[config.mk]
export PLATFORM = sky130hd
export DESIGN_NAME = der_tlv_header_parser_top_flat
export DESIGN_NICKNAME = d
export VERILOG_FILES = /design/src/hw/rtl/dtp_pkg.sv /design/src/hw/rtl/dtp_if.sv /design/src/hw/rtl/dtp_front.sv /design/src/hw/rtl/dtp_queue.sv /design/src/hw/rtl/dtp_back.sv /design/src/hw/rtl/der_tlv_header_parser_top.sv /design/src/flat_wrapper.sv
export SDC_FILE = /design/constraint.sdc
export NUM_CORES = 1
export LEC_CHECK = 0
export BUFFER_PORTS_ARGS = -buffer_cell sky130_fd_sc_hd__buf_2
export CORE_ASPECT_RATIO = 1.25
export CORE_MARGIN = 8
export CORE_UTILIZATION = 45
export CTS_CLUSTER_SIZE = 30
export DETAILED_ROUTE_END_ITERATION = 10
export HOLD_SLACK_MARGIN = 0.08
export SLEW_MARGIN = 30
export SYNTH_ARGS = -nofsm -noshare
export SYNTH_HDL_FRONTEND = slang
export SYNTH_SLANG_ARGS = --single-unit
[constraint.sdc]
create_clock -name clk -period 5.8 [get_ports clk]
set_input_delay 1.16 -clock clk [delete_from_list [all_inputs] [get_ports clk]]
set_output_delay 1.16 -clock clk [all_outputs]
set_load 0.1 [all_outputs]
[src/hw/rtl/dtp_pkg.sv]
// Package of the DER TLV header parser: widths, codes, phase type and the
// structs passed between front end, queue and parser. No dependencies.
package dtp_pkg;

	localparam int BYTE_W   = 8;
	localparam int LEN_W    = 32;
	localparam int KIND_W   = 2;
	localparam int ERR_W    = 4;
	localparam int CFG_IDX_W  = 1;
	localparam int CFG_DATA_W = 8;

	// Defaults for the top-level parameters
	localparam int MAX_LENGTH_OCTETS_DEF = 4;
	localparam int QUEUE_DEPTH_DEF       = 2;

	// Identifier and length octet constants
	localparam logic [BYTE_W-1:0] TAG_NUM_MASK  = 8'h1f;
	localparam logic [BYTE_W-1:0] LEN_LONG_FORM = 8'h80;
	localparam logic [LEN_W-1:0]  LEN_MIN_LONG  = 32'h0000_0080;

	// Configuration register indexes
	localparam logic [CFG_IDX_W-1:0] REG_EXPECTED_TAG = 1'b0;
	localparam logic [CFG_IDX_W-1:0] REG_TAG_CHECK    = 1'b1;

	// Event kinds
	localparam logic [KIND_W-1:0] EV_HDR_BYTE = 2'd0;
	localparam logic [KIND_W-1:0] EV_HDR_DONE = 2'd1;
	localparam logic [KIND_W-1:0] EV_VALUE    = 2'd2;
	localparam logic [KIND_W-1:0] EV_HALT     = 2'd3;

	// Error codes
	localparam logic [ERR_W-1:0] ERR_NONE      = 4'd0;
	localparam logic [ERR_W-1:0] ERR_HIGH_TAG  = 4'd1;
	localparam logic [ERR_W-1:0] ERR_SHORT     = 4'd2;
	localparam logic [ERR_W-1:0] ERR_INDEF     = 4'd3;
	localparam logic [ERR_W-1:0] ERR_TOO_MANY  = 4'd4;
	localparam logic [ERR_W-1:0] ERR_LEAD_ZERO = 4'd5;
	localparam logic [ERR_W-1:0] ERR_NON_MIN   = 4'd6;
	localparam logic [ERR_W-1:0] ERR_OVERRUN   = 4'd7;
	localparam logic [ERR_W-1:0] ERR_MISMATCH  = 4'd8;

	typedef enum logic [2:0] {
		PH_TAG,
		PH_LEN1,
		PH_LENX,
		PH_VALUE,
		PH_HALT
	} phase_t;

	typedef struct packed {
		logic [BYTE_W-1:0] expected_tag;
		logic              tag_check_enable;
	} cfg_t;

	// Classified input byte as held in the queue
	typedef struct packed {
		logic [BYTE_W-1:0] data_byte;
		logic              window_start;
		logic [LEN_W-1:0]  window_length;
		logic              empty_window;
		logic              high_tag;
		logic              short_len;
		logic              indef_len;
		logic              too_many;
		logic              zero_byte;
	} item_t;

	typedef struct packed {
		logic [KIND_W-1:0] event_kind;
		logic [BYTE_W-1:0] element_tag;
		logic [LEN_W-1:0]  value_length;
		logic [BYTE_W-1:0] value_byte;
		logic              value_last;
		logic [ERR_W-1:0]  error_code;
		logic              window_done;
	} result_t;

endpackage

[src/hw/rtl/dtp_if.sv]
// Valid/ready channel interfaces of the DER TLV header parser.
// Depends on dtp_pkg for field widths.
interface dtp_in_if;
	import dtp_pkg::*;
	logic              valid;
	logic              ready;
	logic [BYTE_W-1:0] data_byte;
	logic              window_start;
	logic [LEN_W-1:0]  window_length;

	modport source(output valid, data_byte, window_start, window_length, input ready);
	modport sink(input valid, data_byte, window_start, window_length, output ready);
endinterface

interface dtp_out_if;
	import dtp_pkg::*;
	logic              valid;
	logic              ready;
	logic [KIND_W-1:0] event_kind;
	logic [BYTE_W-1:0] element_tag;
	logic [LEN_W-1:0]  value_length;
	logic [BYTE_W-1:0] value_byte;
	logic              value_last;
	logic [ERR_W-1:0]  error_code;
	logic              window_done;

	modport source(output valid, event_kind, element_tag, value_length, value_byte,
		value_last, error_code, window_done, input ready);
	modport sink(input valid, event_kind, element_tag, value_length, value_byte,
		value_last, error_code, window_done, output ready);
endinterface

[src/hw/rtl/dtp_front.sv]
// Front end: takes input transfers and classifies each byte for the parser.
// Depends on dtp_pkg and dtp_in_if.
module dtp_front #(
	parameter int MAX_LENGTH_OCTETS = dtp_pkg::MAX_LENGTH_OCTETS_DEF
) (
	dtp_in_if.sink         in_ch,
	output logic           push_valid,
	output dtp_pkg::item_t push_item,
	input  logic           push_ready
);
	import dtp_pkg::*;

	// Pass the handshake through to the queue
	assign push_valid  = in_ch.valid;
	assign in_ch.ready = push_ready;

	// Precompute the byte classes the parser tests
	always_comb begin
		push_item.data_byte     = in_ch.data_byte;
		push_item.window_start  = in_ch.window_start;
		push_item.window_length = in_ch.window_length;
		push_item.empty_window  = (in_ch.window_length == '0);
		push_item.high_tag      = ((in_ch.data_byte & TAG_NUM_MASK) == TAG_NUM_MASK);
		push_item.short_len     = (in_ch.data_byte < LEN_LONG_FORM);
		push_item.indef_len     = (in_ch.data_byte == LEN_LONG_FORM);
		push_item.too_many      = (in_ch.data_byte[6:0] > 7'(MAX_LENGTH_OCTETS));
		push_item.zero_byte     = (in_ch.data_byte == '0);
	end

endmodule

[src/hw/rtl/dtp_queue.sv]
// Short queue of classified bytes between front end and parser.
// Depends on dtp_pkg for the entry type.
module dtp_queue #(
	parameter int DEPTH = dtp_pkg::QUEUE_DEPTH_DEF
) (
	input  logic           clk,
	input  logic           arst_n,
	input  logic           push_valid,
	input  dtp_pkg::item_t push_item,
	output logic           push_ready,
	output logic           pop_valid,
	output dtp_pkg::item_t pop_item,
	input  logic           pop_ready
);
	import dtp_pkg::*;

	localparam int PTR_W = $clog2(DEPTH);
	localparam int CNT_W = $clog2(DEPTH + 1);

	item_t            mem_q [DEPTH];
	logic [PTR_W-1:0] wr_ptr_q;
	logic [PTR_W-1:0] rd_ptr_q;
	logic [CNT_W-1:0] count_q;
	logic             do_push;
	logic             do_pop;

	assign push_ready = (count_q != CNT_W'(DEPTH));
	assign pop_valid  = (count_q != '0);
	assign pop_item   = mem_q[rd_ptr_q];
	assign do_push    = push_valid && push_ready;
	assign do_pop     = pop_valid && pop_ready;

	// Store entries
	always_ff @(posedge clk) begin
		if (do_push) begin
			mem_q[wr_ptr_q] <= push_item;
		end
	end

	// Advance pointers and the fill count
	always_ff @(posedge clk or negedge arst_n) begin
		if (!arst_n) begin
			wr_ptr_q <= '0;
			rd_ptr_q <= '0;
			count_q  <= '0;
		end else begin
			if (do_push) begin
				wr_ptr_q <= (wr_ptr_q == PTR_W'(DEPTH - 1)) ? '0 : wr_ptr_q + 1'b1;
			end
			if (do_pop) begin
				rd_ptr_q <= (rd_ptr_q == PTR_W'(DEPTH - 1)) ? '0 : rd_ptr_q + 1'b1;
			end
			if (do_push && !do_pop) begin
				count_q <= count_q + 1'b1;
			end else if (do_pop && !do_push) begin
				count_q <= count_q - 1'b1;
			end
		end
	end

endmodule

[src/hw/rtl/dtp_back.sv]
// Parser back end: TLV state machine, one byte per cycle unless out_ch
// stalls; results go to an output register. Uses dtp_pkg and dtp_out_if.
module dtp_back #(
	parameter int MAX_LENGTH_OCTETS = dtp_pkg::MAX_LENGTH_OCTETS_DEF
) (
	input  logic           clk,
	input  logic           arst_n,
	input  dtp_pkg::cfg_t  cfg,
	input  logic           pop_valid,
	input  dtp_pkg::item_t pop_item,
	output logic           pop_ready,
	dtp_out_if.source      out_ch
);
	import dtp_pkg::*;

	localparam int CNT_W = $clog2(MAX_LENGTH_OCTETS + 1);

	// Parser state
	phase_t            phase_q, phase_d;
	logic [BYTE_W-1:0] held_tag_q, held_tag_d;
	logic [LEN_W-1:0]  acc_q, acc_d;
	logic [CNT_W-1:0]  cnt_q, cnt_d;
	logic [LEN_W-1:0]  window_left_q, window_left_d;
	logic [LEN_W-1:0]  vleft_q, vleft_d;
	logic [ERR_W-1:0]  sticky_q, sticky_d;

	// Output register
	logic    out_valid_q;
	result_t res_q, res_d;

	// Per-byte decode
	logic              take;
	logic [BYTE_W-1:0] b;
	phase_t            phase_eff;
	logic [LEN_W-1:0]  win_eff;
	logic [ERR_W-1:0]  sticky_eff;
	logic [LEN_W-1:0]  acc_eff;
	logic [CNT_W-1:0]  cnt_eff;
	logic [LEN_W-1:0]  vleft_eff;
	logic              active;
	logic              halted;
	logic [LEN_W-1:0]  rest;
	logic [LEN_W-1:0]  acc_sh;
	logic [CNT_W-1:0]  cnt_dec;
	logic [LEN_W-1:0]  vdec;
	logic [LEN_W-1:0]  fin_len;
	logic [ERR_W-1:0]  fin_err;
	logic [ERR_W-1:0]  err_new;
	logic              hdr_done;
	logic              len1_long_ok;
	logic              lenx_shift;
	logic              value_step;

	assign pop_ready = !out_valid_q || out_ch.ready;
	assign take      = pop_valid && pop_ready;
	assign b         = pop_item.data_byte;

	// Apply a window start ahead of the byte itself
	always_comb begin
		if (pop_item.window_start) begin
			win_eff    = pop_item.window_length;
			phase_eff  = pop_item.empty_window ? PH_HALT : PH_TAG;
			sticky_eff = pop_item.empty_window ? ERR_SHORT : ERR_NONE;
			acc_eff    = '0;
			cnt_eff    = '0;
			vleft_eff  = '0;
		end else begin
			win_eff    = window_left_q;
			phase_eff  = phase_q;
			sticky_eff = sticky_q;
			acc_eff    = acc_q;
			cnt_eff    = cnt_q;
			vleft_eff  = vleft_q;
		end
	end

	// Shared arithmetic: window countdown, length shift-in, header checks
	always_comb begin
		active  = (win_eff != '0);
		halted  = !active || (phase_eff == PH_HALT);
		rest    = win_eff - 1'b1;
		acc_sh  = {acc_eff[LEN_W-BYTE_W-1:0], b};
		cnt_dec = (cnt_eff != '0) ? cnt_eff - 1'b1 : '0;
		vdec    = (vleft_eff != '0) ? vleft_eff - 1'b1 : '0;
		fin_len = (phase_eff == PH_LEN1) ? LEN_W'(b) : acc_sh;
		if (fin_len > rest) begin
			fin_err = ERR_OVERRUN;
		end else if (cfg.tag_check_enable && (held_tag_q != cfg.expected_tag)) begin
			fin_err = ERR_MISMATCH;
		end else begin
			fin_err = ERR_NONE;
		end
	end

	// Decode the byte against the current phase
	always_comb begin
		err_new      = ERR_NONE;
		hdr_done     = 1'b0;
		len1_long_ok = 1'b0;
		lenx_shift   = 1'b0;
		value_step   = 1'b0;
		if (active) begin
			unique case (phase_eff)
				PH_TAG: begin
					if (pop_item.high_tag) begin
						err_new = ERR_HIGH_TAG;
					end else if (rest == '0) begin
						err_new = ERR_SHORT;
					end
				end
				PH_LEN1: begin
					if (pop_item.short_len) begin
						err_new  = fin_err;
						hdr_done = (fin_err == ERR_NONE);
					end else if (pop_item.indef_len) begin
						err_new = ERR_INDEF;
					end else if (pop_item.too_many) begin
						err_new = ERR_TOO_MANY;
					end else if (rest < LEN_W'(b[6:0])) begin
						err_new = ERR_SHORT;
					end else begin
						len1_long_ok = 1'b1;
					end
				end
				PH_LENX: begin
					if ((acc_eff == '0) && pop_item.zero_byte) begin
						err_new = ERR_LEAD_ZERO;
					end else if (acc_eff[LEN_W-1:LEN_W-BYTE_W] != '0) begin
						err_new = ERR_OVERRUN;
					end else begin
						lenx_shift = 1'b1;
						if (cnt_dec == '0) begin
							if (acc_sh < LEN_MIN_LONG) begin
								err_new = ERR_NON_MIN;
							end else begin
								err_new  = fin_err;
								hdr_done = (fin_err == ERR_NONE);
							end
						end
					end
				end
				PH_VALUE: begin
					value_step = 1'b1;
				end
				PH_HALT: begin
					err_new = ERR_NONE;
				end
				default: begin
					err_new = ERR_NONE;
				end
			endcase
		end
	end

	// Next state
	always_comb begin
		window_left_d = active ? rest : '0;
		sticky_d      = (err_new != ERR_NONE) ? err_new : sticky_eff;
		held_tag_d    = (active && (phase_eff == PH_TAG)) ? b : held_tag_q;
		acc_d         = acc_eff;
		cnt_d         = cnt_eff;
		vleft_d       = vleft_eff;
		phase_d       = phase_eff;
		if (len1_long_ok) begin
			acc_d = '0;
			cnt_d = b[CNT_W-1:0];
		end
		if (lenx_shift) begin
			acc_d = acc_sh;
			cnt_d = cnt_dec;
		end
		if (value_step) begin
			vleft_d = vdec;
		end
		if (hdr_done && (fin_len != '0)) begin
			vleft_d = fin_len;
		end
		if (err_new != ERR_NONE) begin
			phase_d = PH_HALT;
		end else if (hdr_done) begin
			phase_d = (fin_len == '0) ? PH_TAG : PH_VALUE;
		end else if (active) begin
			unique case (phase_eff)
				PH_TAG:   phase_d = PH_LEN1;
				PH_LEN1:  phase_d = PH_LENX;
				PH_LENX:  phase_d = PH_LENX;
				PH_VALUE: phase_d = (vdec == '0) ? PH_TAG : PH_VALUE;
				PH_HALT:  phase_d = PH_HALT;
				default:  phase_d = PH_HALT;
			endcase
		end
	end

	// Result fields
	always_comb begin
		if ((err_new != ERR_NONE) || halted) begin
			res_d.event_kind = EV_HALT;
		end else if (hdr_done) begin
			res_d.event_kind = EV_HDR_DONE;
		end else if (value_step) begin
			res_d.event_kind = EV_VALUE;
		end else begin
			res_d.event_kind = EV_HDR_BYTE;
		end
		if (err_new != ERR_NONE) begin
			res_d.error_code = err_new;
		end else begin
			res_d.error_code = halted ? sticky_eff : ERR_NONE;
		end
		res_d.element_tag  = held_tag_d;
		res_d.value_length = hdr_done ? fin_len : '0;
		res_d.value_byte   = value_step ? b : '0;
		res_d.value_last   = (hdr_done && (fin_len == '0)) || (value_step && (vdec == '0));
		res_d.window_done  = active && (rest == '0);
	end

	// Hold parser state and output valid
	always_ff @(posedge clk or negedge arst_n) begin
		if (!arst_n) begin
			phase_q       <= PH_TAG;
			held_tag_q    <= '0;
			acc_q         <= '0;
			cnt_q         <= '0;
			window_left_q <= '0;
			vleft_q       <= '0;
			sticky_q      <= ERR_NONE;
			out_valid_q   <= 1'b0;
		end else begin
			if (take) begin
				phase_q       <= phase_d;
				held_tag_q    <= held_tag_d;
				acc_q         <= acc_d;
				cnt_q         <= cnt_d;
				window_left_q <= window_left_d;
				vleft_q       <= vleft_d;
				sticky_q      <= sticky_d;
				out_valid_q   <= 1'b1;
			end else if (out_ch.ready) begin
				out_valid_q <= 1'b0;
			end
		end
	end

	// Load the result payload
	always_ff @(posedge clk) begin
		if (take) begin
			res_q <= res_d;
		end
	end

	assign out_ch.valid        = out_valid_q;
	assign out_ch.event_kind   = res_q.event_kind;
	assign out_ch.element_tag  = res_q.element_tag;
	assign out_ch.value_length = res_q.value_length;
	assign out_ch.value_byte   = res_q.value_byte;
	assign out_ch.value_last   = res_q.value_last;
	assign out_ch.error_code   = res_q.error_code;
	assign out_ch.window_done  = res_q.window_done;

endmodule

[src/hw/rtl/der_tlv_header_parser_top.sv]
// DER TLV header parser. Byte-serial reader of tag-length-value elements in a window.
//
// Channels: in_ch carries one byte per transfer with window_start and window_length;
// the first byte of a window arrives with window_start high. out_ch gives one
// result per input byte: event kind, element tag, decoded length on header complete,
// passed-through value byte with a last mark, error code and end-of-window flag.
// Configuration: cfg_we writes cfg_wdata into register cfg_index (0 expected tag,
// 1 tag check enable) at a clock edge; write only while no byte is in flight.
// Throughput: one byte per cycle while out_ch takes results; a parser step does the
// window countdown, length shift-in and 32-bit compares with the window remainder.
// Path: a transferred byte is first written into the queue, and the parser step then
// loads its result into the output register.
// Stall: a stalled out_ch holds its result; the queue (QUEUE_DEPTH entries) fills and
// then in_ch.ready drops until out_ch takes a result.
// Reset: arst_n clears parser state, queue and configuration; no window is open
// until a byte with window_start arrives, and bytes before that report a halt.
// Depends on dtp_pkg, dtp_if, dtp_front, dtp_queue and dtp_back.
module der_tlv_header_parser_top #(
	parameter int MAX_LENGTH_OCTETS = dtp_pkg::MAX_LENGTH_OCTETS_DEF,
	parameter int QUEUE_DEPTH       = dtp_pkg::QUEUE_DEPTH_DEF
) (
	input  logic                             clk,
	input  logic                             arst_n,
	dtp_in_if.sink                           in_ch,
	dtp_out_if.source                        out_ch,
	input  logic                             cfg_we,
	input  logic [dtp_pkg::CFG_IDX_W-1:0]    cfg_index,
	input  logic [dtp_pkg::CFG_DATA_W-1:0]   cfg_wdata
);
	import dtp_pkg::*;

	cfg_t  cfg_q;
	logic  push_valid;
	item_t push_item;
	logic  push_ready;
	logic  pop_valid;
	item_t pop_item;
	logic  pop_ready;

	// Configuration registers
	always_ff @(posedge clk or negedge arst_n) begin
		if (!arst_n) begin
			cfg_q.expected_tag     <= '0;
			cfg_q.tag_check_enable <= 1'b0;
		end else if (cfg_we) begin
			unique case (cfg_index)
				REG_EXPECTED_TAG: cfg_q.expected_tag     <= cfg_wdata;
				REG_TAG_CHECK:    cfg_q.tag_check_enable <= cfg_wdata[0];
				default: ;
			endcase
		end
	end

	dtp_front #(
		.MAX_LENGTH_OCTETS(MAX_LENGTH_OCTETS)
	) u_front (
		.in_ch      (in_ch),
		.push_valid (push_valid),
		.push_item  (push_item),
		.push_ready (push_ready)
	);

	dtp_queue #(
		.DEPTH(QUEUE_DEPTH)
	) u_queue (
		.clk        (clk),
		.arst_n     (arst_n),
		.push_valid (push_valid),
		.push_item  (push_item),
		.push_ready (push_ready),
		.pop_valid  (pop_valid),
		.pop_item   (pop_item),
		.pop_ready  (pop_ready)
	);

	dtp_back #(
		.MAX_LENGTH_OCTETS(MAX_LENGTH_OCTETS)
	) u_back (
		.clk       (clk),
		.arst_n    (arst_n),
		.cfg       (cfg_q),
		.pop_valid (pop_valid),
		.pop_item  (pop_item),
		.pop_ready (pop_ready),
		.out_ch    (out_ch)
	);

endmodule

[src/flat_wrapper.sv]
// flat-port wrapper written by rule: the top's interface ports become plain ports
module der_tlv_header_parser_top_flat import dtp_pkg::*;
#(
	parameter int MAX_LENGTH_OCTETS = dtp_pkg::MAX_LENGTH_OCTETS_DEF,
	parameter int QUEUE_DEPTH       = dtp_pkg::QUEUE_DEPTH_DEF
)
  (clk, arst_n, cfg_we, cfg_index, cfg_wdata, in_ch_valid, in_ch_data_byte, in_ch_window_start, in_ch_window_length, in_ch_ready, out_ch_valid, out_ch_event_kind, out_ch_element_tag, out_ch_value_length, out_ch_value_byte, out_ch_value_last, out_ch_error_code, out_ch_window_done, out_ch_ready);
  dtp_in_if in_ch_i ();
  dtp_out_if out_ch_i ();
  input  logic clk;
  input  logic arst_n;
  input  logic cfg_we;
  input  logic [dtp_pkg::CFG_IDX_W-1:0] cfg_index;
  input  logic [dtp_pkg::CFG_DATA_W-1:0] cfg_wdata;
  input wire logic [$bits(in_ch_i.valid)-1:0] in_ch_valid;
  input wire logic [$bits(in_ch_i.data_byte)-1:0] in_ch_data_byte;
  input wire logic [$bits(in_ch_i.window_start)-1:0] in_ch_window_start;
  input wire logic [$bits(in_ch_i.window_length)-1:0] in_ch_window_length;
  output wire logic [$bits(in_ch_i.ready)-1:0] in_ch_ready;
  output wire logic [$bits(out_ch_i.valid)-1:0] out_ch_valid;
  output wire logic [$bits(out_ch_i.event_kind)-1:0] out_ch_event_kind;
  output wire logic [$bits(out_ch_i.element_tag)-1:0] out_ch_element_tag;
  output wire logic [$bits(out_ch_i.value_length)-1:0] out_ch_value_length;
  output wire logic [$bits(out_ch_i.value_byte)-1:0] out_ch_value_byte;
  output wire logic [$bits(out_ch_i.value_last)-1:0] out_ch_value_last;
  output wire logic [$bits(out_ch_i.error_code)-1:0] out_ch_error_code;
  output wire logic [$bits(out_ch_i.window_done)-1:0] out_ch_window_done;
  input wire logic [$bits(out_ch_i.ready)-1:0] out_ch_ready;
  assign in_ch_i.valid = in_ch_valid;
  assign in_ch_i.data_byte = in_ch_data_byte;
  assign in_ch_i.window_start = in_ch_window_start;
  assign in_ch_i.window_length = in_ch_window_length;
  assign in_ch_ready = in_ch_i.ready;
  assign out_ch_valid = out_ch_i.valid;
  assign out_ch_event_kind = out_ch_i.event_kind;
  assign out_ch_element_tag = out_ch_i.element_tag;
  assign out_ch_value_length = out_ch_i.value_length;
  assign out_ch_value_byte = out_ch_i.value_byte;
  assign out_ch_value_last = out_ch_i.value_last;
  assign out_ch_error_code = out_ch_i.error_code;
  assign out_ch_window_done = out_ch_i.window_done;
  assign out_ch_i.ready = out_ch_ready;
  der_tlv_header_parser_top #(.MAX_LENGTH_OCTETS(MAX_LENGTH_OCTETS), .QUEUE_DEPTH(QUEUE_DEPTH)) u_core (.clk(clk), .arst_n(arst_n), .in_ch(in_ch_i), .out_ch(out_ch_i), .cfg_we(cfg_we), .cfg_index(cfg_index), .cfg_wdata(cfg_wdata));
endmodule
==> results.toml, run 1 <==
[layout]
nFillCells = 2991
drive_above_1_share_pct = 17.9
syn_to_final_growth_pct = 14.4
fin_util_pct = 52.2
antenna_cells = 0
layout.nets = 1634
stdcell_area_um2 = 17500

[sta]
fin_crit_sh_pct = 94.8
tns_ns = 0
tightest_slew_ns = 0.933
period_needed_ns = 5.50
finalHoldViolCount = 0
fin_ws_ns = 0.303
clock_skew_ns = 0.0166
rsz0062_at_grt = "false"
setup_viol = 0
relSlewSlack_pct = 37.4
maxSlewViolCount = 0
fmax_mhz = 182

[logic_synthesis]
syn_avg_cell_area_um2 = 10.7
synth_ff_type = "edfxtp_1"
synth-seq-cells = 278
netlist_area_um2 = 15300
synth_area_leader_cell = "edfxtp_1"
ys_seq_area_share_pct = 50.4
ys_warn_count = 0
ys_types = 79
synth_cells = 1424
yosysTopAreaCellShare_pct = 29.5
synth_nets = 1521
synth_most_common_cell = "edfxtp_1"
synth_edf_count = 150
synth_common_cells = "150 x edfxtp_1, 134 x nand2_1, 128 x dfrtp_1"
async_flop_share_pct = 46.0
synth_area_leaders = "edfxtp_1 29%, dfrtp_1 21%, mux2i_1 7.2%"

[clock_network]
cts.sinks = 278
post_cts_buffers = 0
cts_buffers = 29
cts-root-buf = "clkbuf_16"
path_clk_slew_ns = 0.06
cts_max_path_buffers = 3
cts_htree_levels = 1
clock_latency_ns = 0.58
cts_tree = "built"

[placed_design]
io_buffers = 112
hpwl_mm = 30.6
place_congestion = 0.961
place_area_um2 = 16400
dp_slack_ns = 0.248

[run]
maxCapViolCount = 0

[routing]
viasPerCell = 5.98
drt_wl_total_mm = 42.6
wl_per_cell_um = 21.5
dr.first_iter.drc_count = 1127
drc = 0
vias = 11856
postRouteAntennaNets = 0
first_pass_iters = 7

[setup_path]
slowest_stage = "a2111oi_1"
cp-end-kind = "flip-flop"
cp_num_buf_inv = 2
crit_family = "compound AO/OA/AOI/OAI gates"
r2r_start = "u_core.u_queue.mem_q[1][38]$_DFFE_PP_"
crit_arrival_ns = 5.94
slowest_delay_ns = 0.46
crit_chain = "buf_12, mux2i_1, mux2_2, ha_1, and4b_1, or2_2, nand4_1, or2_2, nor3b_1, xnor2_1, ha_1, nand2_1, o21ai_0, a2111oi_1, o221ai_1, a311oi_1, mux2_4, o21ai_4, nor2_4, buf_12, o31ai_4, a221o_1"
worst-path-max-fanout = 63
critPathLaunchType = "flip-flop"
worstSetupStartpoint = "u_core.u_queue.mem_q[1][38]$_DFFE_PP_"
worstSetupPathType = "flip-flop to flip-flop"
cp.required_ns = 6.25

[grt]
grt_max_degree = 64
grt_pass1_vias = 11788
grt_pass1_wl_mm = 67.4
grt_antenna_before_repair = 0
gr-total-overflow = 0
gr-usage-all-layers_pct = 20.8

[hold_path]
hold_class = "flip-flop to flip-flop"
hp-start = "u_core.u_back.sticky_q[2]$_DFFE_PN0P_"

[power_and_ir_drop]
p_leak_nw = 7.27
powerDensity_nw_per_um2 = 578
peakVddDrop_v = 0.000384

[die]
die_area_um2 = 40100
die_h_um = 222
start_util_pct = 45.6
core_um2 = 33500
rows = 75
ios = 113
die_w_um = 181

[outcome]
status = "finished, final reports clean"
[sequential cells by signal (all words and copies together) (netlist names), 9 cells and up]
name / count
u_core.u_queue.mem_q: 94
u_core.u_back.acc_q: 32
u_core.u_back.out_ch.value_length: 32
u_core.u_back.vleft_q: 32
u_core.u_back.window_left_q: 32
u_core.cfg_q: 9
[layout make-up]
cell class	count	area [µm²]	share of cell area [%]
sequential	278	7710	44.1
multi-input combinational	1030	7070	40.4
timing repair buffer	162	988	5.65
clock buffer	37	806	4.61
tap	423	529	3.03
clock inverter	17	243	1.39
inverter	36	136	0.780
[layer usage]
metal	vias up	wire length [µm]	track usage, %	part of all wire (%)
li1	5584	-	-	-
met4	0	1360	8.44	3.2
met3	86	2210	2.64	5.2
met1	5779	18500	27.0	43
met2	407	20500	34.9	48
met5	-	0	0	0
[cell usage in the layout (no fill, tap or decap), types with 43 or more instances in the layout]
cell type,count
mux2i_1,109
edfxtp_1,150
nor2_1,111
buf_2,111
dfrtp_1,127
a21oi_1,62
nand2_1,134
nor3_1,43
buf_4,47
o21ai_0,71
[cell families (layout without fill, tap and decap cells)]
group	count (synthesis)	count (layout)	share of synthesized area (%)
mux	143	143	9.65
buf+inv	116	252	3.68
compound gates	315	315	14.1
fa+ha+maj	42	42	3.44
simple gates	482	482	15.9
xor+xnor	48	48	2.84
flops	278	278	50.4
[per-stage QoR]
stage | hold slack [ns] | power, W | std cells
finish | 0.492 | 0.0101 | 1983
global route | 0.502 | 0.0107 | 1983
CTS | 0.492 | 0.0101 | 1983
detailed placement | 0.476 | 0.00808 | 1929
global placement | 0.470 | 0.00802 | 1929
floorplan | 0.456 | 0.00677 | 1424
[tightest hold or removal path, delay by kind of cell (launching register included)]
family           cells  cell delay, ns
AO/OA/AOI/OAI        1            0.06
flip-flops           1            0.34
AND/OR/NAND/NOR      1            0.05
[report_power, final]
| part | internal (W) | total [W] | switching [W] |
|---|---|---|---|
| sequential | 0.00270 | 0.00303 | 0.000324 |
| clock | 0.00121 | 0.00203 | 0.000817 |
| combinational | 0.00148 | 0.00504 | 0.00355 |
[final timing paths]
path | endpoint | cells after the start | slack [ns]
worst max-delay path | u_core.u_back.vleft_q[28]$_DFFE_PN0P_ | 22 | 0.30
worst min-delay path | u_core.u_back.sticky_q[2]$_DFFE_PN0P_ | 2 | 0.49
worst max register to register | u_core.u_back.vleft_q[28]$_DFFE_PN0P_ | 22 | 0.30
worst min register to register | u_core.u_back.sticky_q[2]$_DFFE_PN0P_ | 2 | 0.49
max in group asynchronous | u_core.u_back.vleft_q[20]$_DFFE_PN0P_ | 2 | 4.11
min in group asynchronous | u_core.u_back.window_left_q[7]$_DFFE_PN0P_ | 1 | 0.60
[what timing repair did]
action | 4_1_cts | 5_1_grt
gates resized for setup | 0 | 2
setup endpoints to repair | 0 | 14
hold buffers | 0 | 0
(Power assumes the default switching activity.)
==> run 2: changes to the inputs <==
--- a/config.mk
+++ b/config.mk
@@ -5,6 +5,7 @@
 export SDC_FILE = /design/constraint.sdc
 export NUM_CORES = 1
 export LEC_CHECK = 0
+export ABC_AREA = 1
 export BUFFER_PORTS_ARGS = -buffer_cell sky130_fd_sc_hd__buf_2
 export CORE_ASPECT_RATIO = 1.25
 export CORE_MARGIN = 8
==> run 2 against run 1 <==
Maximum frequency rose by 6.6%. Clock-buffer cell count is the same. Cell count rose by 26%. Global-route usage grew 0.93 points. Setup slack improved by 0.34 ns. Critical endpoint is now u_core.u_back.out_ch.event_kind[1]$_SDFFCE_PP1P_. Die area up 3.9%.
==> results.toml, run 2 <==
[outcome]
status = "finished, final reports clean"

[layout]
antenna_cells = 0
largest-register = "u_core.u_queue.mem_q"
nFillCells = 3337
layout.nets = 2097
largest_register_ffs = 94
layout_common_cells = "370 x nand2_1, 239 x nor2_1, 230 x inv_1, 150 x edfxtp_1, 128 x dfrtp_1"
syn_to_final_growth_pct = 13.2
final_common_cell = "nand2_1"
drive_above_1_share_pct = 14.4
fin_util_pct = 51.3

[sta]
setup_viol = 0
period_needed_ns = 5.16
maxSlewViolCount = 0
fmax_mhz = 194
relSlewSlack_pct = 39.3
tns_ns = 0
tightest_slew_ns = 0.911
holdWs_ns = 0.476
finalHoldViolCount = 0
clock_skew_ns = 0.0225
rsz0062_at_grt = "false"
fin_crit_sh_pct = 88.9

[grt]
grt_pass1_vias = 13080
grt_max_degree = 83
gr-total-overflow = 0
gr-usage-all-layers_pct = 21.8
grt_pass1_wl_mm = 71.8
grt_antenna_before_repair = 0

[logic_synthesis]
synth-seq-cells = 278
synth_common_cells = "372 x nand2_1, 241 x nor2_1, 230 x inv_1"
synth_cells = 1905
synth_most_common_cell = "nand2_1"
syn_avg_cell_area_um2 = 8.36
synth_edf_count = 150
ys_seq_area_share_pct = 48.4
synth_ff_type = "edfxtp_1"
async_flop_share_pct = 46.0
ys_warn_count = 0
synth_nets = 2002
ys_types = 52
synth_area_leader_cell = "edfxtp_1"
yosysTopAreaCellShare_pct = 28.3
synth_area_leaders = "edfxtp_1 28%, dfrtp_1 20%, nand2_1 8.8%"
netlist_area_um2 = 15900

[setup_path]
reg2reg_depth = 29
cp-end-kind = "flip-flop"
r2r_start = "u_core.u_queue.rd_ptr_q$_DFFE_PN0P_"
path_common_cell = "nand2_1"
critPathLaunchType = "flip-flop"
crit_family = "simple AND/OR/NAND/NOR gates"
slowest_delay_ns = 0.41
slowest_stage = "dfrtp_1"
worstSetupPathType = "flip-flop to flip-flop"
r2r_slack_ns = 0.64
cp.required_ns = 6.09
worst-path-max-fanout = 35
worstSetupStartpoint = "u_core.u_queue.rd_ptr_q$_DFFE_PN0P_"
cp_num_buf_inv = 5
rr_endpoint = "u_core.u_back.out_ch.event_kind[1]$_SDFFCE_PP1P_"
crit_arrival_ns = 5.45

[hold_path]
hold_end = "u_core.u_queue.count_q[0]$_DFFE_PN0P_"
holdPathStages = 1
hp-start = "u_core.u_queue.count_q[0]$_DFFE_PN0P_"
hold_class = "flip-flop to flip-flop"

[routing]
wl_per_cell_um = 18.4
vias = 13429
first_pass_iters = 5
dr.first_iter.drc_count = 1038
drt_wl_total_mm = 45.9
viasPerCell = 5.38
postRouteAntennaNets = 0
drc = 0

[clock_network]
path_clk_slew_ns = 0.06
cts.sinks = 278
cts_htree_levels = 1
cts-root-buf = "clkbuf_16"
cts_tree = "built"
cts_buffers = 30
cts_max_path_buffers = 3
clock_latency_ns = 0.58
ctsHoldBuffers = 0

[die]
rows = 77
core_um2 = 35200
die_h_um = 226
die_w_um = 184
die_area_um2 = 41700
ios = 113
start_util_pct = 45.3

[placed_design]
place_congestion = 0.896
io_buffers = 112
hpwl_mm = 32.7

[run]
maxCapViolCount = 0
[run 2: changes by cell type after synthesis, moves of 25 or more]
cell and delta:
nor2_1 +126, a22o_1 -34, mux2i_1 -108, a31oi_1 +25, o21ai_0 +46, inv_1 +195
nand3_1 +85, o211ai_1 +44, mux2_2 -25, nand2_1 +238
[run 2: worst max path at each step]
stage / endpoint / cells after the start
2_1_floorplan: u_core.u_back.out_ch.event_kind[0]$_SDFFCE_PP1P_ / 30
3_3_place_gp: u_core.u_back.vleft_q[11]$_DFFE_PN0P_ / 31
3_5_place_dp: u_core.u_back.vleft_q[11]$_DFFE_PN0P_ / 31
4_1_cts: u_core.u_back.vleft_q[11]$_DFFE_PN0P_ / 31
5_1_grt: u_core.u_back.vleft_q[15]$_DFFE_PN0P_ / 31
6_report: u_core.u_back.out_ch.event_kind[1]$_SDFFCE_PP1P_ / 29
[run 2: cells by family after synthesis]
group / share of synthesized area (%)
buf+inv: 8.60
simple gates: 24.5
compound gates: 12.5
xor+xnor: 2.08
fa+ha+maj: 3.30
mux: 0.621
flops: 48.4
[run 2: per-layer routing]
| metal | track usage [%] | part of all wire [%] | vias to the layer above |
|---|---|---|---|
| li1 | - | - | 6591 |
| met4 | 7.38 | 3.2 | 0 |
| met2 | 38.4 | 50 | 381 |
| met5 | 0 | 0 | - |
| met1 | 27.1 | 42 | 6374 |
| met3 | 2.85 | 4.8 | 83 |
[run 2: metrics by stage]
step | worst slack [ns] | area, µm² | instances
global placement | 0.637 | 16900 | 2442
global route | 0.149 | 18000 | 2498
floorplan | 1.19 | 15900 | 1905
finish | 0.642 | 18000 | 2498
CTS | 0.433 | 18000 | 2498
detailed placement | 0.410 | 16900 | 2442
[run 2: layout make-up]
type | count | area (µm²) | area share (%)
repair buffers | 145 | 823 | 4.57
clock inverters | 19 | 263 | 1.46
inverters | 243 | 915 | 5.07
flip-flops and latches | 278 | 7710 | 42.8
clock buffers | 37 | 828 | 4.60
well taps | 474 | 593 | 3.29
multi-input cells | 1302 | 6890 | 38.2
[run 2: what timing repair did]
item / CTS / global route
gates resized for setup: 0 / 3
setup endpoints to repair: 0 / 16
setup buffers: 0 / 0
Power of run 2 is left out: the tool's default activity adds up to more than one toggle a clock period on the data nets, which glitch-free logic cannot reach.
==> run 3: changes to the inputs <==
--- a/config.mk
+++ b/config.mk
@@ -6,12 +6,12 @@
 export NUM_CORES = 1
 export LEC_CHECK = 0
 export ABC_AREA = 1
-export BUFFER_PORTS_ARGS = -buffer_cell sky130_fd_sc_hd__buf_2
 export CORE_ASPECT_RATIO = 1.25
 export CORE_MARGIN = 8
 export CORE_UTILIZATION = 45
 export CTS_CLUSTER_SIZE = 30
 export DETAILED_ROUTE_END_ITERATION = 10
+export DONT_BUFFER_PORTS = 1
 export HOLD_SLACK_MARGIN = 0.08
 export SLEW_MARGIN = 30
 export SYNTH_ARGS = -nofsm -noshare
==> run 3 against run 2 <==
Non-clock buffer count down 116. Cell count fell by 4.6%. Hold slack got worse by 0.20 ns. Core utilization fell by 1.6 points. Clock-buffer cell count fell by 1. Sequential share of layout area rose by 1.4 points. Critical path type unchanged. Highest routed layer is now met5.
==> results.toml, run 3 (synthesis results as in run 2) <==
[sta]
relSlewSlack_pct = 33.9
fin_crit_sh_pct = 90.9
clock_skew_ns = 0.0239
rsz0062_at_grt = "false"
finalHoldViolCount = 0
fmax_mhz = 190
period_needed_ns = 5.27
tns_ns = 0
maxSlewViolCount = 0
tightest_slew_ns = 0.993
holdWs_ns = 0.275
setup_viol = 0

[routing]
dr.first_iter.drc_count = 1034
drc = 0
top_layer = "met5"
drt_wl_total_mm = 44.7
wl_per_cell_um = 18.8
postRouteAntennaNets = 0
wl_met1_mm = 18.3
dr_wl_met3_mm = 2.50
vias = 13022
wl_met2_mm = 21.6
first_pass_iters = 6
viasPerCell = 5.47

[grt]
grt_antenna_before_repair = 1
grt_pass1_vias = 12902
grt_pass1_wl_mm = 71.0
gr-total-overflow = 0
grt_max_degree = 164
gr-usage-all-layers_pct = 21.6

[die]
die_w_um = 184
start_util_pct = 45.3
die_area_um2 = 41700
core_um2 = 35200
die_h_um = 226
ios = 113
rows = 77

[run]
maxCapViolCount = 0

[layout]
nFillCells = 3348
layout_common_cells = "370 x nand2_1, 239 x nor2_1, 230 x inv_1, 150 x edfxtp_1, 128 x dfrtp_1"
stdcell_area_um2 = 17400
final_common_cell = "nand2_1"
syn_to_final_growth_pct = 9.55
layout.nets = 1981
largest-register = "u_core.u_queue.mem_q"
largest_register_ffs = 94
antenna_cells = 0
drive_above_1_share_pct = 9.17

[clock_network]
cts-root-buf = "clkbuf_16"
cts_htree_levels = 1
clock_latency_ns = 0.58
post_cts_buffers = 0
cts_tree = "built"
cts_max_path_buffers = 3
path_clk_slew_ns = 0.07
ctsHoldBuffers = 0
cts_buffers = 30
cts.sinks = 278

[placed_design]
io_buffers = 0
hpwl_mm = 31.4
place_area_um2 = 16300
place_congestion = 0.935

[setup_path]
critPathLaunchType = "flip-flop"
slowest_delay_ns = 0.69
cp.required_ns = 6.23
path_common_cell = "nor2_1"
worstSetupPathType = "flip-flop to flip-flop"
crit_arrival_ns = 5.70
slowest_stage = "buf_4"
worst-path-max-fanout = 74
cp-end-kind = "flip-flop"

[hold_path]
hold_class = "input pin to async pin"

[outcome]
status = "finished, final reports clean"
run 3: cell type report:
type                    instances  area (µm²)  share of cell area, %
flip-flops and latches        278        7710                   44.2
multi-input cells            1302        6890                   39.5
inverters                     243         913                   5.24
clock buffers                  36         825                   4.73
well taps                     474         593                   3.40
clock inverters                20         267                   1.53
repair buffers                 29         246                   1.41
run 3: worst max-delay path: cells and delay by family (launching register included):
family / cells / cell delay, ns
buffers and inverters: 6 / 1.77
AND/OR/NAND/NOR: 13 / 1.65
adder cells (fa/ha/maj): 1 / 0.34
flip-flops: 1 / 0.42
AO/OA/AOI/OAI: 7 / 0.89
run 3: what timing repair did:
action / CTS / global route
endpoints found under the setup margin: 0 / 16
hold endpoints to repair: 0 / 0
gates resized for setup: 0 / 3
run 3: metal layers:
metal  up-vias  global-route usage, %
li1       6344                      -
met1      6159                   26.4
met2       415                   36.9
met3       102                   3.24
met4         2                   10.7
met5         -                      0
run 3: final timing paths:
check,start,to,slack [ns],cells past startpoint
max in group asynchronous,arst_n,u_core.u_back.sticky_q[0]$_DFFE_PN0P_,5.28,0
min in group clk,u_core.u_queue.count_q[0]$_DFFE_PN0P_,u_core.u_queue.count_q[0]$_DFFE_PN0P_,0.48,1
hold / removal,arst_n,u_core.u_back.window_left_q[25]$_DFFE_PN0P_,0.27,0
setup / recovery,u_core.u_queue.rd_ptr_q$_DFFE_PN0P_,u_core.u_back.vleft_q[3]$_DFFE_PN0P_,0.53,27
hold reg to reg,u_core.u_queue.count_q[0]$_DFFE_PN0P_,u_core.u_queue.count_q[0]$_DFFE_PN0P_,0.48,1
setup reg to reg,u_core.u_queue.rd_ptr_q$_DFFE_PN0P_,u_core.u_back.vleft_q[3]$_DFFE_PN0P_,0.53,27
run 3: metrics by stage:
stage | setup WS [ns] | utilization, % | cells
2_1_floorplan | 1.19 | - | 1905
3_3_place_gp | 0.561 | 46.4 | 2326
3_5_place_dp | 0.430 | 46.5 | 2326
4_1_cts | 0.410 | 49.6 | 2382
5_1_grt | 0.0255 | 49.6 | 2382
6_report | 0.527 | 49.6 | 2382
Power of run 3 is left out for the same reason.
